### config.mk
export PLATFORM = sky130hd
export DESIGN_NAME = sid_stage
export DESIGN_NICKNAME = d
export VERILOG_FILES = /design/src/rtl/sid_pkg.sv /design/src/rtl/sid_stage.sv
export SDC_FILE = /design/constraint.sdc
export NUM_CORES = 1
export LEC_CHECK = 0
export ABC_AREA = 1
export BUFFER_PORTS_ARGS = -buffer_cell sky130_fd_sc_hd__clkbuf_2
export CAP_MARGIN = 10
export CORE_ASPECT_RATIO = 1.4
export CORE_MARGIN = 1
export CORE_UTILIZATION = 40
export CTS_CLUSTER_DIAMETER = 150
export DETAILED_ROUTE_END_ITERATION = 10
export MAX_ROUTING_LAYER = met4
export PLACE_DENSITY = 0.78
export SLEW_MARGIN = 20
export SYNTH_ARGS = -nofsm -noshare
export SYNTH_HDL_FRONTEND = slang
export SYNTH_SLANG_ARGS = --single-unit
### constraint.sdc
create_clock -name clk -period 5.9 [get_ports clk]
set_clock_uncertainty 0.05 [all_clocks]
set_input_delay 0.885 -clock clk [delete_from_list [all_inputs] [get_ports clk]]
set_output_delay 0.885 -clock clk [all_outputs]
set_load 0.05 [all_outputs]
### src/rtl/sid_pkg.sv
// Shared types for the signed integer divider.
// Used by sid_stage and signed_integer_divider; depends on nothing.
package sid_pkg;

  // How the final quotient is formed for one request.
  typedef enum logic [1:0] {
    KIND_NORMAL,   // quotient taken from the divider array
    KIND_ZERO,     // dividend is zero, quotient is zero
    KIND_SAT       // divisor is zero and dividend is not, quotient is the largest positive value
  } sid_kind_t;

  // Control that travels alongside the data through every stage.
  typedef struct packed {
    logic      valid;
    logic      neg;
    sid_kind_t kind;
  } sid_ctrl_t;

endpackage

### src/rtl/sid_stage.sv
// One restoring division step with its pipeline registers.
// Depends on sid_pkg for the control struct.
module sid_stage
  import sid_pkg::*;
#(
  parameter int W = 32
) (
  input  logic            clk,
  input  logic            rst_n,
  input  logic            en,
  input  sid_ctrl_t       ctrl_i,
  input  logic [W-2:0]    rem_i,
  input  logic [W-1:0]    nq_i,
  input  logic [W-1:0]    den_i,
  output sid_ctrl_t       ctrl_o,
  output logic [W-2:0]    rem_o,
  output logic [W-1:0]    nq_o,
  output logic [W-1:0]    den_o
);

  sid_ctrl_t    ctrl_r;
  logic [W-2:0] rem_r, rem_nxt;
  logic [W-1:0] nq_r, nq_nxt;
  logic [W-1:0] den_r;
  logic [W:0]   diff;
  logic         ge;

  // Bring in the next dividend bit and trial-subtract the divisor.
  // The remainder stays below the divisor, so it fits in W-1 bits.
  always_comb begin
    diff    = {1'b0, rem_i, nq_i[W-1]} - {1'b0, den_i};
    ge      = ~diff[W];
    rem_nxt = ge ? diff[W-2:0] : {rem_i[W-3:0], nq_i[W-1]};
    // Dividend bits leave at the top while quotient bits enter at the bottom.
    nq_nxt  = {nq_i[W-2:0], ge};
  end

  // Control register, cleared by reset.
  always_ff @(posedge clk) begin
    if (!rst_n) begin
      ctrl_r <= '0;
    end else if (en) begin
      ctrl_r <= ctrl_i;
    end
  end

  // Data registers, no reset needed.
  always_ff @(posedge clk) begin
    if (en) begin
      rem_r <= rem_nxt;
      nq_r  <= nq_nxt;
      den_r <= den_i;
    end
  end

  assign ctrl_o = ctrl_r;
  assign rem_o  = rem_r;
  assign nq_o   = nq_r;
  assign den_o  = den_r;

endmodule

Word level (Yosys, flattened, before mapping) --
Index checks and enable logic that the tools add are counted.
Cells by class: bitwise operators 1, mux-type cells 1, add/subtract/negate cells 1
Operators by type and width (number):
- $sub A32 B32 Y33 | 1
- $mux W31 | 1
- $not A1 Y1 | 1
Storage, ports and cells: input bits 102, output and inout port bits 99, bits in registers 99, word-level logic and storage cells 9

Longest topological paths before layout --
depth in word-level cells 2, depth in mapped cells 17, depth with buffers taken out 15

Worst setup path before layout --
OpenSTA, ideal clock, no wires.
path kind input -> register, start point input port nq_i[31], end point register rem_r[10] (netlist: rem_o[10]) (data pin), data required time 5598 ps, cell stages on the path 17, slack 3048 ps, data arrival time 2549 ps, path buffers 2, library setup time 252 ps, cell sequence inv_1 > ha_1 > fa_1 > inv_1 > nand3_1 > nand3_2 > nand2_1 > nand2_2 > nand2_1 > nand2_2 > nand2_2 > nand2_4 > inv_2 > buf_6 > buf_6 > nand2_1 > nand2_1
Between the ends: longest elaborated chain between the ends 2
Ends and longest elaborated chain:
- start: declaration | line sid_stage.sv:13 | input logic [W-1:0] nq_i,
- $sub A32 B32 Y33 | line sid_stage.sv:31 | diff = {1'b0, rem_i, nq_i[W-1]} - {1'b0, den_i};
- $mux W31 | line sid_stage.sv:33 | rem_nxt = ge ? diff[W-2:0] : {rem_i[W-3:0], nq_i[W-1]};
- named net rem_nxt[10] | line sid_stage.sv:22 | logic [W-2:0] rem_r, rem_nxt;
- end signal: assignment | line sid_stage.sv:50 | rem_r <= rem_nxt;
- end: declaration | line sid_stage.sv:22
The timed path passes the listed nets, and every way through them passes these cells. A chain may end at the register's enable or synchronous reset.

Worst setup path after layout --
start point input port nq_i[31], end point register rem_r[18] (netlist: rem_o[18]) (data pin)
The elaborated chain is that of the path after synthesis.

==> results.py <==
metrics = {
    "status": {
        "status": "completed",
    },
    "floorplan": {
        "initial_core_util_pct": 41.4,
        "die_y_um": 145,
        "coreArea_um2": 14100,
        "boundaryPins": 201,
        "core.rowCount": 51,
        "die_area_um2": 15100,
        "die_w_um": 104,
    },
    "sta": {
        "timing.fmax_mhz": 314,
        "slew_viol_final": 0,
        "worst_pin_slew_ps": 794,
        "hold_viol_final": 0,
        "setup_viol": 0,
        "fin_crit_ps": 3190,
        "fin_crit_sh_pct": 54.0,
        "fin_setup_tns_ps": 0,
        "relSlewSlack_pct": 47.1,
        "rsz0062_at_grt": "no",
    },
    "finish": {
        "fin_nets": 1065,
        "fin_area_um2": 7350,
        "diodes": 0,
        "n_fill_cell": 1471,
        "register_area_um2": 2930,
        "drive_gt1_share_pct": 24.4,
        "syn2layout_area_growth_pct": 26.0,
        "multiInputGateArea_um2": 2320,
    },
    "synth": {
        "ys_seq_area_share_pct": 50.3,
        "synth_edf_count": 95,
        "synth_cells": 724,
        "synthesis.nets": 859,
        "post_synth.cell_area_avg_um2": 8.06,
        "yosysWarnings": 0,
        "synth-async-reset-ratio_pct": 0,
        "synth_ff_type": "edfxtp_1",
        "netlist_area_um2": 5830,
        "synth_cell_types": 26,
        "ys_ff_latch": 99,
    },
    "grt": {
        "grt_usage_pct": 20.5,
        "grt_pass1_vias": 4916,
        "grt_max_degree": 63,
        "overflow": 0,
        "antenna_found_initial": 0,
        "grt_pass1_wl_mm": 23.1,
    },
    "clock_network": {
        "cts_resized": 0,
        "cts.sinks": 99,
        "numCtsBuffers": 9,
        "cts-root-buf": "clkbuf_16",
        "cts_tree": "done",
        "clockBufferDepth": 2,
        "htreeDepth": 3,
        "clk_latency_ps": 350,
        "cts_setup_buffers": 0,
        "path_clk_slew_ps": 70,
        "postCtsHoldBufs": 0,
    },
    "route": {
        "drc": 0,
        "wl_mm": 15.1,
        "firstDrtPassIters": 5,
        "vias": 5167,
        "postRouteAntennaNets": 0,
        "drtIter0Drc": 206,
        "wl_per_cell_um": 13.5,
        "viasPerCell": 4.61,
    },
    "pwr": {
        "p_int_w": 0.00133,
        "switching_share_pct": 38.0,
        "seqPwrFrac_pct": 40.7,
        "powerDensity_nw_per_um2": 291,
        "peakVddDrop_uv": 143,
        "p_sw_w": 0.000814,
        "p_comb_share_pct": 30.6,
        "power.share.clock_pct": 28.6,
        "p_leak_nw": 4.04,
    },
    "place": {
        "routabilityCongestion": 0.905,
        "placement.io_buffers": 200,
        "dp_hpwl_mm": 12.2,
        "place_area_um2": 7030,
    },
    "critical_path": {
        "crit_chain": "clkbuf_2 -> inv_1 -> ha_1 -> fa_1 -> inv_1 -> nand3_1 -> nand3_2 -> nand2_1 -> nand2_2 -> nand2_1 -> nand2_2 -> nand2_2 -> nand2_4 -> inv_2 -> nand2_1 -> nand2_1",
        "cpMostUsedCell": "nand2_1",
        "rrSetupSlack_ps": 5220,
        "crit_slowest_cell": "fa_1",
        "cp.required_ps": 5950,
        "reg2reg_from": "ctrl_o[3]",
        "reg2reg_to": "ctrl_o[3]",
        "worst-path-buf-inv": 4,
        "cp-start-kind": "input pin",
        "cp_max_fo": 35,
        "critical_path_class": "input pin to register",
        "crit_family": "simple AND/OR/NAND/NOR gates",
        "max_stage_delay_ps": 410,
        "rr_worst_depth": 2,
        "worstPathArrival_ps": 3240,
        "end_kind": "register",
    },
    "hold_path": {
        "hold_class": "register to register",
        "worstHoldPathCells": 2,
        "holdPathEnd": "ctrl_o[2]",
        "worstHoldStart": "ctrl_o[2]",
    },
    "run": {
        "maxCapViolCount": 0,
    },
}
[worst min-delay path: cells and delay by family, from the launching register on]
kind	cells	cell delay, ps
simple gates	1	80
flops	1	330
compound gates	1	70
[Yosys cell counts (all sizes together) (2+ instances only)]
library cell,count,share of area [%]
inv,144,9.3
xor2,13,2.0
nand4,4,0.43
edfxtp,95,49
ha,32,6.9
nand2,289,19
nor2,54,3.6
dfxtp,4,1.4
o21bai,3,0.39
nand3b,4,0.51
o21ai,7,0.60
buf,6,0.73
nor3,2,0.17
a21oi,20,1.8
nand3,43,3.8
[how the worst max path moves through the flow]
stage	endpoint	from	slack, ps	depth (start not counted)
after detailed placement	rem_o[18]	nq_i[31]	2360	16
after CTS	rem_o[23]	nq_i[31]	2720	16
after global routing	rem_o[2]	nq_i[31]	2460	16
after floorplan	rem_o[10]	nq_i[31]	3050	17
after global placement	rem_o[18]	nq_i[31]	2460	16
final	rem_o[18]	nq_i[31]	2710	16
[metal layers]
metal | vias to the layer above | GRT usage, % | routed length, µm
met1 | 2301 | 19.7 | 5600
met4 | 0 | 8.42 | 369
met2 | 159 | 40.3 | 8440
li1 | 2679 | - | -
met5 | - | - | 0
met3 | 28 | 3.67 | 661
[kinds of logic (layout without fill, tap and decap cells)]
family                     Yosys count  in the layout  synth area share (%)
AOI/OAI and AO/OA                   31             31                  2.96
xor gates and xnor gates            14             14                  2.10
adders and majority gates           33             33                  7.21
buffers and inverters              150            361                  10.0
DFF                                 99             99                  50.3
and+or+nand+nor                    397            397                  27.5
[registers in the layout, indices dropped and copies added (netlist names)]
name    cells
rem_o      31
nq_o       32
ctrl_o      4
den_o      32
[power by group through the flow]
stage                     clock (W)  combinational [W]  sequential [W]
final                      0.000613           0.000655        0.000872
after global routing       0.000651           0.000713        0.000878
after CTS                  0.000626           0.000662        0.000874
after detailed placement          0           0.000660        0.000889
after global placement            0           0.000652        0.000887
after floorplan                   0           0.000232         0.00113
[cells in the final DEF (no fill, tap or decap), drive strengths merged]
cell,instances
xor2,13
fa,1
nand4,4
clkinv,3
o21bai,3
edfxtp,95
a21oi,20
inv,148
o21ai,7
nor2,54
nand3b,4
dfxtp,4
nand3,43
ha,32
nand2,289
nor3,2
buf,2
clkbuf,208
and2,1
a21o,1
xnor2,1
[cell type report]
cell class,count,share of cell area [%]
multi-input cells,475,31.5
repair buffers,201,13.8
clock buffers,9,3.06
well taps,185,3.15
inverters,144,7.35
clock inverters,7,1.24
flip-flops and latches,99,39.9
[per-stage QoR]
stage	worst slack (ps)	util [%]	hold slack, ps	cells	total power, W
detailed placement	2360	49.9	454	1104	0.00155
global placement	2460	49.9	427	1104	0.00154
finish	2710	52.1	467	1120	0.00214
global route	2460	52.1	495	1120	0.00224
CTS	2720	52.1	475	1120	0.00216
floorplan	3050	-	696	724	0.00137
Note: power is estimated with default switching activity, not from simulation.
